$ cat src/rtl/core/assert_macros.svh
// assertion helpers for the core rtl
`ifndef ASSERT_MACROS_SVH
`define ASSERT_MACROS_SVH

// implication checked on every rising edge outside reset
`define ASSERT_IMPL(label, clk, rst_n, ante, cons, msg) \
    label: assert property (@(posedge clk) disable iff (!rst_n) (ante) |-> (cons)) \
        else $error(msg);

// next-cycle implication checked outside reset
`define ASSERT_NEXT(label, clk, rst_n, ante, cons, msg) \
    label: assert property (@(posedge clk) disable iff (!rst_n) (ante) |=> (cons)) \
        else $error(msg);

`endif

$ cat src/rtl/core/rps_pkg.sv
`timescale 1ns / 1ps
`default_nettype none
package rps_pkg;
    localparam int unsigned MaxEntriesDef = 64;
    localparam logic [31:0] LcgMul = 32'd1103515245;
    localparam logic [31:0] LcgAdd = 32'd12345;
    localparam logic [31:0] MinPad = 32'd1;
    localparam int unsigned ValueW = 38;
    localparam int unsigned DivW = 31;

    localparam logic [1:0] KIND_RESEED  = 2'd0;
    localparam logic [1:0] KIND_PAD     = 2'd1;
    localparam logic [1:0] KIND_SHUFFLE = 2'd2;

    localparam logic [2:0] REG_SEED      = 3'd0;
    localparam logic [2:0] REG_HEAP_ST   = 3'd1;
    localparam logic [2:0] REG_HEAP_PAD  = 3'd2;
    localparam logic [2:0] REG_MAP_ST    = 3'd3;
    localparam logic [2:0] REG_MAP_PAD   = 3'd4;
    localparam logic [2:0] REG_PAGE      = 3'd5;
    localparam logic [2:0] REG_SHUF_EN   = 3'd6;

    localparam logic [2:0] REGION_HEAP_ST  = 3'd0;
    localparam logic [2:0] REGION_HEAP     = 3'd1;
    localparam logic [2:0] REGION_MAP_ST   = 3'd2;
    localparam logic [2:0] REGION_MAP      = 3'd3;

    typedef struct packed {
        logic start;
        logic [DivW-1:0] dividend;
        logic [DivW-1:0] divisor;
    } t_div_req;
endpackage
`default_nettype wire

$ cat src/rtl/core/random_padding_and_shuffle_top.sv
`timescale 1ns / 1ps
`default_nettype none
// reseed: no word out; invalid or disabled padding: word registered on the accept
// padding: word after draw, remainder in the 31-step remainder unit, multiply and output
// register; shuffle of n with shuffling off: one word a cycle while the output is not stalled
// shuffle of n with shuffling on: fill of the n list entries, then per entry a draw, the
// remainder and a list read, then the entries above the pick move down by one
// one item at a time, next taken once the last word is handed over; synchronous active-low
// reset clears control, generator and registers (page size 4096)
module random_padding_and_shuffle_top
    import rps_pkg::*;
#(
    parameter int unsigned MAX_ENTRIES = MaxEntriesDef
) (
    input  wire logic               i_clk,
    input  wire logic               i_rst_n,
    input  wire logic               i_cfg_we,
    input  wire logic [2:0]         i_cfg_index,
    input  wire logic [31:0]        i_cfg_data,
    input  wire logic               i_valid,
    output logic                    o_stall,
    input  wire logic [1:0]         i_kind,
    input  wire logic [2:0]         i_region,
    input  wire logic [6:0]         i_entry_count,
    output logic                    o_valid,
    input  wire logic               i_stall,
    output logic signed [ValueW-1:0] o_value,
    output logic                    o_bad_region,
    output logic                    o_last
);
    localparam int unsigned IdxW = (MAX_ENTRIES > 1) ? $clog2(MAX_ENTRIES) : 1;

    typedef enum logic [3:0] {
        S_IDLE, S_DRAW, S_DIV, S_MUL, S_OUT, S_SHOW, S_FILL, S_RD, S_RDW, S_MOVE, S_SOUT
    } t_state;

    // configuration registers
    logic [31:0] r_seed;
    logic [30:0] r_heap_st, r_heap_pad;
    logic [20:0] r_map_st, r_map_pad;
    logic [16:0] r_page;
    logic        r_shuf_en;

    t_state      r_state;
    logic [31:0] r_gen;
    logic [30:0] r_max;
    logic        r_is_map;
    logic [6:0]  r_n, r_k, r_rcnt;
    logic [6:0]  r_pos;
    logic [30:0] r_rem_v;
    logic        r_ovalid;
    logic [ValueW-1:0] r_oval;
    logic        r_obad, r_olast;
    logic [47:0] r_prod;
    logic        r_mv_first;

    // remaining list memory
    logic [IdxW-1:0] r_mem [MAX_ENTRIES];
    logic [IdxW-1:0] r_rdata;
    logic [IdxW-1:0] n_raddr;
    logic            n_we;
    logic [IdxW-1:0] n_waddr, n_wdata;

    t_div_req  n_div;
    logic      w_div_done;
    logic [DivW-1:0] w_rem;

    rps_divider u_div (
        .i_clk  (i_clk),
        .i_rst_n(i_rst_n),
        .i_req  (n_div),
        .o_done (w_div_done),
        .o_rem  (w_rem)
    );

    logic        w_accept;
    logic        w_out_take;
    logic [31:0] w_next_gen;
    logic [6:0]  w_n_clip;
    logic [30:0] w_sel_max;

    assign w_accept   = i_valid && !o_stall;
    assign w_out_take = r_ovalid && !i_stall;
    assign o_stall    = (r_state != S_IDLE) || r_ovalid;
    assign w_next_gen = r_gen * LcgMul + LcgAdd;
    assign w_n_clip   = (i_entry_count > 7'(MAX_ENTRIES)) ? 7'(MAX_ENTRIES) : i_entry_count;

    always_comb begin
        case (i_region)
            REGION_HEAP_ST: w_sel_max = r_heap_st;
            REGION_HEAP:    w_sel_max = r_heap_pad;
            REGION_MAP_ST:  w_sel_max = {10'd0, r_map_st};
            REGION_MAP:     w_sel_max = {10'd0, r_map_pad};
            default:        w_sel_max = '0;
        endcase
    end

    // divider start: dividend is the fresh draw
    always_comb begin
        n_div.start    = (r_state == S_DRAW);
        n_div.dividend = w_next_gen[30:0];
        n_div.divisor  = r_max;
    end

    // memory port control
    always_comb begin
        n_we    = 1'b0;
        n_waddr = r_k[IdxW-1:0];
        n_wdata = r_k[IdxW-1:0];
        n_raddr = r_pos[IdxW-1:0];
        case (r_state)
            S_FILL: n_we = 1'b1;
            S_MOVE: begin
                n_raddr = IdxW'(r_pos + 7'd1);
                if (!r_mv_first) begin
                    n_we    = 1'b1;
                    n_waddr = IdxW'(r_pos - 7'd1);
                    n_wdata = r_rdata;
                end
            end
            default: ;
        endcase
    end

    always_ff @(posedge i_clk) begin
        if (n_we) r_mem[n_waddr] <= n_wdata;
        r_rdata <= r_mem[n_raddr];
    end

    always_ff @(posedge i_clk) begin
        if (!i_rst_n) begin
            r_seed <= '0; r_heap_st <= '0; r_heap_pad <= '0;
            r_map_st <= '0; r_map_pad <= '0; r_page <= 17'd4096; r_shuf_en <= 1'b0;
            r_state <= S_IDLE;
            r_gen <= '0;
            r_ovalid <= 1'b0;
            r_n <= '0; r_k <= '0; r_rcnt <= '0;
        end else begin
            if (i_cfg_we) begin
                case (i_cfg_index)
                    REG_SEED:     r_seed     <= i_cfg_data;
                    REG_HEAP_ST:  r_heap_st  <= i_cfg_data[30:0];
                    REG_HEAP_PAD: r_heap_pad <= i_cfg_data[30:0];
                    REG_MAP_ST:   r_map_st   <= i_cfg_data[20:0];
                    REG_MAP_PAD:  r_map_pad  <= i_cfg_data[20:0];
                    REG_PAGE:     r_page     <= i_cfg_data[16:0];
                    REG_SHUF_EN:  r_shuf_en  <= i_cfg_data[0];
                    default: ;
                endcase
            end
            // in-order output loads the next word on the same take
            if (w_out_take && (r_state != S_SOUT)) r_ovalid <= 1'b0;
            case (r_state)
                S_IDLE: begin
                    if (w_accept) begin
                        case (i_kind)
                            KIND_RESEED: r_gen <= r_seed;
                            KIND_PAD: begin
                                r_is_map <= (i_region == REGION_MAP_ST) ||
                                            (i_region == REGION_MAP);
                                r_max    <= w_sel_max;
                                r_n <= 7'd1; r_k <= 7'd0;
                                if (i_region > REGION_MAP) begin
                                    r_ovalid <= 1'b1; r_oval <= '1;
                                    r_obad <= 1'b1; r_olast <= 1'b1;
                                end else if (w_sel_max == '0) begin
                                    r_ovalid <= 1'b1; r_oval <= '0;
                                    r_obad <= 1'b0; r_olast <= 1'b1;
                                end else begin
                                    r_state <= S_DRAW;
                                end
                            end
                            KIND_SHUFFLE: begin
                                r_n <= w_n_clip; r_k <= '0;
                                r_rcnt <= '0;
                                if (w_n_clip != '0) r_state <= r_shuf_en ? S_FILL : S_SOUT;
                            end
                            default: ;
                        endcase
                    end
                end
                S_FILL: begin
                    if (r_k + 7'd1 == r_n) begin
                        r_k <= '0; r_rcnt <= r_n;
                        r_max <= {24'd0, r_n};
                        r_state <= S_DRAW;
                    end else begin
                        r_k <= r_k + 7'd1;
                    end
                end
                S_DRAW: begin
                    r_gen <= w_next_gen;
                    r_state <= S_DIV;
                end
                S_DIV: begin
                    if (w_div_done) begin
                        r_rem_v <= w_rem;
                        if (r_rcnt != '0) begin
                            r_pos <= w_rem[6:0];
                            r_state <= S_RD;
                        end else begin
                            r_state <= S_MUL;
                        end
                    end
                end
                S_MUL: begin
                    r_prod <= 48'(r_rem_v + MinPad) * (r_is_map ? 48'(r_page) : 48'd1);
                    r_state <= S_OUT;
                end
                S_OUT: begin
                    if (!r_ovalid) begin
                        r_ovalid <= 1'b1;
                        r_oval <= (r_prod > 48'((64'd1 << 37) - 1)) ?
                                  ValueW'((64'd1 << 37) - 1) : r_prod[ValueW-1:0];
                        r_obad <= 1'b0; r_olast <= 1'b1;
                        r_state <= S_IDLE;
                    end
                end
                S_RD: begin
                    r_mv_first <= 1'b1;
                    r_state <= S_RDW;
                end
                S_RDW: begin
                    // picked entry now on read data
                    if (!r_ovalid) begin
                        r_ovalid <= 1'b1;
                        r_oval <= ValueW'(r_rdata);
                        r_obad <= 1'b0;
                        r_olast <= (r_k + 7'd1 == r_n);
                        r_state <= S_MOVE;
                    end
                end
                S_MOVE: begin
                    // shift entries above the pick down by one, a read ahead of each write
                    r_mv_first <= 1'b0;
                    if (r_pos + 7'd1 >= r_rcnt) begin
                        r_rcnt <= r_rcnt - 7'd1;
                        r_max <= {24'd0, r_rcnt - 7'd1};
                        r_k <= r_k + 7'd1;
                        r_state <= (r_k + 7'd1 == r_n) ? S_IDLE : S_DRAW;
                    end else begin
                        r_pos <= r_pos + 7'd1;
                    end
                end
                S_SOUT: begin
                    if (!r_ovalid || w_out_take) begin
                        r_ovalid <= 1'b1;
                        r_oval <= ValueW'(r_k);
                        r_obad <= 1'b0;
                        r_olast <= (r_k + 7'd1 == r_n);
                        r_k <= r_k + 7'd1;
                        if (r_k + 7'd1 == r_n) r_state <= S_IDLE;
                    end
                end
                default: r_state <= S_IDLE;
            endcase
        end
    end

    assign o_valid      = r_ovalid;
    assign o_value      = $signed(r_oval);
    assign o_bad_region = r_obad;
    assign o_last       = r_olast;

`include "assert_macros.svh"
    `ASSERT_IMPL(a_stall_busy, i_clk, i_rst_n, r_state != S_IDLE, o_stall, "busy block not stalling")
    `ASSERT_IMPL(a_bad_last, i_clk, i_rst_n, o_valid && o_bad_region, o_last, "bad region word not last")
    `ASSERT_NEXT(a_take_stall, i_clk, i_rst_n, w_accept && i_kind == KIND_PAD, o_stall, "pad item not held")
endmodule
`default_nettype wire

$ cat src/rtl/core/rps_divider.sv
`timescale 1ns / 1ps
`default_nettype none
// restoring radix-2 remainder unit, one quotient bit per cycle
module rps_divider
    import rps_pkg::*;
(
    input  wire logic            i_clk,
    input  wire logic            i_rst_n,
    input  wire t_div_req        i_req,
    output logic                 o_done,
    output logic [DivW-1:0]      o_rem
);
    logic [DivW-1:0] r_rem, r_dvd, r_dvs;
    logic [4:0]      r_cnt;
    logic            r_busy, r_done;
    logic [DivW:0]   n_trial;
    logic [DivW:0]   n_shift;

    assign n_shift = {r_rem, r_dvd[DivW-1]};
    assign n_trial = n_shift - {1'b0, r_dvs};

    always_ff @(posedge i_clk) begin
        if (!i_rst_n) begin
            r_busy <= 1'b0;
            r_done <= 1'b0;
            r_cnt  <= '0;
        end else begin
            r_done <= 1'b0;
            if (i_req.start) begin
                r_busy <= 1'b1;
                r_cnt  <= '0;
                r_rem  <= '0;
                r_dvd  <= i_req.dividend;
                r_dvs  <= i_req.divisor;
            end else if (r_busy) begin
                r_rem <= n_trial[DivW] ? n_shift[DivW-1:0] : n_trial[DivW-1:0];
                r_dvd <= {r_dvd[DivW-2:0], 1'b0};
                r_cnt <= r_cnt + 5'd1;
                if (r_cnt == 5'(DivW - 1)) begin
                    r_busy <= 1'b0;
                    r_done <= 1'b1;
                end
            end
        end
    end

    assign o_done = r_done;
    assign o_rem  = r_rem;
endmodule
`default_nettype wire
$ cat config.mk
export PLATFORM = sky130hd
export DESIGN_NAME = random_padding_and_shuffle_top
export DESIGN_NICKNAME = d
export VERILOG_FILES = /design/src/rtl/core/rps_pkg.sv /design/src/rtl/core/random_padding_and_shuffle_top.sv /design/src/rtl/core/rps_divider.sv
export VERILOG_INCLUDE_DIRS = /design/src /design/src/rtl/core
export SDC_FILE = /design/constraint.sdc
export NUM_CORES = 2
export LEC_CHECK = 0
export BUFFER_PORTS_ARGS = -buffer_cell sky130_fd_sc_hd__buf_2
export CORE_ASPECT_RATIO = 2
export CORE_MARGIN = 2
export CORE_UTILIZATION = 40
export DETAILED_ROUTE_END_ITERATION = 10
export PLACE_DENSITY_LB_ADDON = 0.05
export SYNTH_ARGS = -nofsm -noshare
export SYNTH_HDL_FRONTEND = slang
export SYNTH_SLANG_ARGS = --single-unit
$ cat constraint.sdc
create_clock -name i_clk -period 8.1 [get_ports i_clk]
set_input_delay 0.81 -clock i_clk [delete_from_list [all_inputs] [get_ports i_clk]]
set_output_delay 0.81 -clock i_clk [all_outputs]
set_load 0.03 [all_outputs]
# [Word level (Yosys, flattened, before mapping)]
# Memory sizes are Yosys's and may differ from the RTL's. A register that Yosys moved wholly into a read port is not among the register bits.
# Index checks and enable logic that the tools add are counted.
[classes] mux=93 mul=2 n_eq_ne=43 reduce_logical=52 addsub=8 n_bitwise=2 order_cmp=4
[ops] op="$mux W38" count=8
[ops] op="$mux W31" count=8
[ops] op="$pmux W38 S4" count=1
[ops] op="$pmux W31 S4" count=1
[ops] op="$pmux W31 S3" count=1
[ops] op="$mux W7" count=13
[ops] op="$mux W32" count=2
[ops] op="$pmux W32 S2" count=1
[ops] op="$gt A48 B37 Y1 const B" count=1
[ops] op="$mul A32 B17 Y48" count=1
[ops] op="$mux W4" count=12
[ops] op="$pmux W4 S10" count=1
[ops] op="$add A31 B1 Y32 const B" count=1
[ops] op="$add A32 B14 Y32 const B" count=1
[ops] op="$mul A32 B31 Y32 const B" count=1
[ops] op="$sub A32 B31 Y32" count=1
[ops] op="$logic_not A31 Y1" count=1
[ops] op="$mux W6" count=5
[ops] op="$mux W1" count=28
[ops] op="$pmux W7 S2" count=2
[ops] op="$pmux W7 S4" count=1
[ops] op="$ne A2 B2 Y1 const B" count=11
[ops] op="$reduce_and A2 Y1" count=11
[ops] op="$pmux W7 S3" count=1
[ops] op="other kinds (48)" count=90
[word_totals] in_bits=52 ramBits=384 register_bits=471 mem_count=1 word_cells=233 out_inout_bits=42
[memory_table] memory="r_mem" depth=64 word_bits=6 read_ports=1 rd_clocked_by_memory_dff=1 write_ports=1 line_no="random_padding_and_shuffle_top.sv:58" source="logic [IdxW-1:0] r_mem [MAX_ENTRIES];"

# [Depth between registers and ports, before layout]
[logic_depth] word_depth=9 mapped_depth=32 mapped_depth_nobuf=32

# [Cells and area by module]
# Synthesis repeated with hierarchy kept, for this count alone.
[hier_totals] cells_unflattened=5829 hier_area_um2=62259.7
[by_module_without_submodules] module="random_padding_and_shuffle_top" area_per_inst_um2=56491.7 seq_area_each_um2=20629.8 cells_each=5303 n_inst=1
[by_module_without_submodules] module="rps_divider" area_per_inst_um2=5768.0 seq_area_each_um2=2932.8 cells_each=526 n_inst=1

# [Worst setup path before layout]
# Ideal clock, no wire load.
[synth_timing] path_type="flip-flop to flip-flop" startpoint="register r_rem_v[0]" endpoint="register r_prod[45], data pin" path_slack_ns=0.463 arrival_ns=7.355 synth_period_minus_slack_ns=7.637 setup_ns=0.281 t_required_ns=7.819 path_stages_with_launch=30 path_buffers=2 path_cell_list="edfxtp_1 -> clkbuf_1 -> nand3_1 -> nor2_1 -> nand3_1 -> nor2_1 -> and3_1 -> xor2_1 -> clkbuf_1 -> nand2_1 -> fa_1 -> fa_1 -> fa_1 -> fa_1 -> inv_1 -> fa_1 -> inv_1 -> fa_1 -> inv_1 -> ha_1 -> nand4_1 -> o31ai_1 -> a31oi_1 -> or3b_1 -> and2_1 -> a21oi_1 -> a211o_1 -> a311oi_1 -> nand3_1 -> o311ai_1"
[synth_between] elab_chain_cells=2
[synth_lines] element="start, declared" line_no="random_padding_and_shuffle_top.sv:50" source="logic [30:0] r_rem_v;"
[synth_lines] element="start signal, assigned" line_no="random_padding_and_shuffle_top.sv:197" source="r_rem_v <= w_rem;"
[synth_lines] element="$add A31 B1 Y32" line_no="random_padding_and_shuffle_top.sv:207" source="r_prod <= 48'(r_rem_v + MinPad) * (r_is_map ? 48'(r_page) : 48'd1);"
[synth_lines] element="$mul A32 B17 Y48" line_no="random_padding_and_shuffle_top.sv:207"
[synth_lines] element="end signal, assigned" line_no="random_padding_and_shuffle_top.sv:207"
[synth_lines] element="end, declared" line_no="random_padding_and_shuffle_top.sv:54" source="logic [47:0] r_prod;"
# No other way between the ends.
# A chain may end at the register's enable or synchronous reset.

# [Final worst setup path]
[layout_timing] startpoint="register r_rem_v[1]" endpoint="register r_prod[42], data pin"
# The elaborated chain is that of the path after synthesis.

==> flow_summary.yaml <==
status:
  status: "complete, no violations"
synth:
  muxShareOfSynthArea_pct: 6.04
  ys_warn_count: 0
  synth_top_family_by_area: "adder cells"
  synthXorXnorAreaFrac_pct: 2.94
  synth_cell_type_count: 79
  ys_seq_area_share_pct: 38.3
  synth-simple-area-share_pct: 11.4
  synth_nets: 6752
  synth_edf_count: 636
  synth_area_leader_cell: "edfxtp_1"
  synth_ff_type: "edfxtp_1"
  yosysTopAreaCellShare_pct: 31.0
  synthAdderAreaFrac_pct: 27.8
  ys_ff_latch: 859
  async_flop_share_pct: 0
  synth_area_per_cell_um2: 10.8
  synth_area_leaders: "edfxtp_1, fa_1, ha_1"
  synth_compound_area_share_pct: 6.22
  netlist_area_mm2: 0.0616
  syn_inst: 5710
setup_path:
  cp_top_family: "adder cells"
  required_ps: 8470
  max_stage_delay_ps: 530
  end_kind: "register"
  cpMaxStageDelayCell: "fa_1"
  crit_buf_inv: 10
  path_class: "register to register"
  cp.arrival_ps: 8250
  worstPathMaxFanout: 6
  start_kind: "register"
sta:
  tightest_slew_ps: 1310
  fin_skew_ps: 47.7
  finalCriticalPeriod_ps: 7880
  whs_ps: 395
  setup_violations: 0
  slew_headroom_pct: 12.6
  hold_violations: 0
  tns_ps: 0
  fmax_ghz: 0.127
  drv_slew: 0
  fin_crit_sh_pct: 97.2
power_and_ir_drop:
  irDropWorstVdd_v: 0.00166
  power-per-cell-area_mw_per_mm2: 353
  p_leak_nw: 30.5
place:
  io_buffers: 92
  place.gp.congestion: 0.926
  post_dp_cell_area_mm2: 0.0663
  hpwl_mm: 161
  dp_cells: 7936
finish:
  mostFrequentLayoutCell: "inv_1"
  stdcell_count: 8105
  fin_area_mm2: 0.0695
  syn2layout_area_growth_pct: 12.9
  layout.nets: 7023
  fin_util_pct: 45.5
  drive_gt1_share_pct: 13.0
  fillers: 14780
  final_cell_mix: "inv_1, nand2_1, edfxtp_1"
grt:
  antenna_found_initial: 11
  grt_max_degree: 85
  grt_first_pass_wirelength_mm: 296
  grt_pass1_vias: 45948
  grt-ovfl-total: 0
  grt_util_all_layers_pct: 26.1
detailed_routing:
  antenna_left: 0
  viasPerCell: 5.18
  drt_first_pass_iters: 6
  drcViolationCount: 0
  wirelength_mm: 201
  wl_per_cell_um: 24.7
  drt_iter0_drc: 2313
  vias: 41974
clock_tree:
  root_buffer: "clkbuf_16"
  clock_path_buffers: 3
  clk_pin_slew_ps: 70
  htreeDepth: 3
  ctsHoldBuffers: 0
  clock-sinks: 859
  clk_latency_ps: 690
  cts_inserted_buffers: 84
  cts_tree: "done"
floorplanning:
  die_w_um: 281
  die_h_um: 559
  start_util_pct: 40.3
  rows: 203
  dieArea_mm2: 0.157
  core-area_mm2: 0.153
  io_pins: 94
hold_path:
  hold_path.class: "primary input to register"
job:
  drv_cap: 0
==> tightest hold or removal path, cell delays in order <==
cell,delay (ps)
buf_2,120
nand2_1,50
a21oi_1,50
==> repair_timing <==
item                       in CTS  in global routing
setup buffers                   1                  8
gates resized for setup         8                 35
pin swaps                       1                  6
cloned                          0                  0
setup endpoints to repair       7                 15
==> path summary, 6_finish.rpt <==
kind         slack (ps)           start  cells past startpoint         endpoint
max                 220      r_rem_v[1]                     32       r_prod[42]
min                 400  i_cfg_data[29]                      3    r_heap_st[29]
max reg2reg         220      r_rem_v[1]                     32       r_prod[42]
min reg2reg         420       r_max[18]                      0  u_div.r_dvs[18]
==> Yosys cell counts, types with 22 or more instances <==
master,instances
clkbuf_1,199
a21o_1,51
and2_1,40
ha_1,358
nand3_1,71
a21oi_1,305
nor2b_1,36
nor3_1,34
o21ai_0,81
mux2i_1,53
nand2_1,874
and3_1,47
nand2b_1,51
o21a_1,24
edfxtp_1,636
inv_1,930
a211oi_1,22
nor2_1,431
xor2_1,70
xnor2_1,132
dfxtp_1,223
fa_1,632
mux4_2,141
==> cells by family (layout without fill, tap and decap cells) <==
group | count (synthesis) | after routing
flops | 859 | 859
xor+xnor | 204 | 204
other cells | 0 | 4
simple gates | 1654 | 1654
mux | 195 | 195
compound gates | 631 | 631
fa+ha+maj | 990 | 990
buf+inv | 1177 | 1518
==> per-stage QoR <==
step	total power, W	worst slack [ps]
global placement	0.0206	-148
CTS	0.0250	24.8
floorplan	0.0159	463
finish	0.0246	225
global route	0.0268	-6.03
detailed placement	0.0206	-159
==> area by class of cell <==
class | instances | area [um2] | area share, %
Multi-Input combinational cell | 3674 | 33900 | 48.7
Sequential cell | 859 | 23600 | 33.9
Inverter | 932 | 3500 | 5.04
Timing Repair Buffer | 430 | 3080 | 4.43
Tap cell | 2050 | 2560 | 3.69
Clock buffer | 106 | 2300 | 3.31
Clock inverter | 50 | 637 | 0.916
Antenna cell | 4 | 10.0 | 0.0144
==> state kept, by name, indices dropped and copies added (netlist names), 31 cells and up <==
name,count
o_value,38
u_div.o_rem,31
r_gen,31
r_max,31
r_seed,31
r_heap_st,31
r_prod,48
u_div.r_dvd,31
r_mem,384
u_div.r_dvs,31
r_heap_pad,31
r_rem_v,31
==> power breakdown <==
group / internal, W / switching, W
sequential: 0.00513 / 0.000276
clock: 0.00232 / 0.00189
combinational: 0.00592 / 0.00901
total: 0.0134 / 0.0112
==> per-layer routing <==
layer  up-vias  track usage, %  share of wire, %
met2       926            51.5                56
met1     21365            25.1                32
li1      19237               -                 -
met5         -               0             0.030
met4        10            17.8               8.2
met3       436            2.32               3.0
No activity file was read; power rests on OpenSTA's default activity.
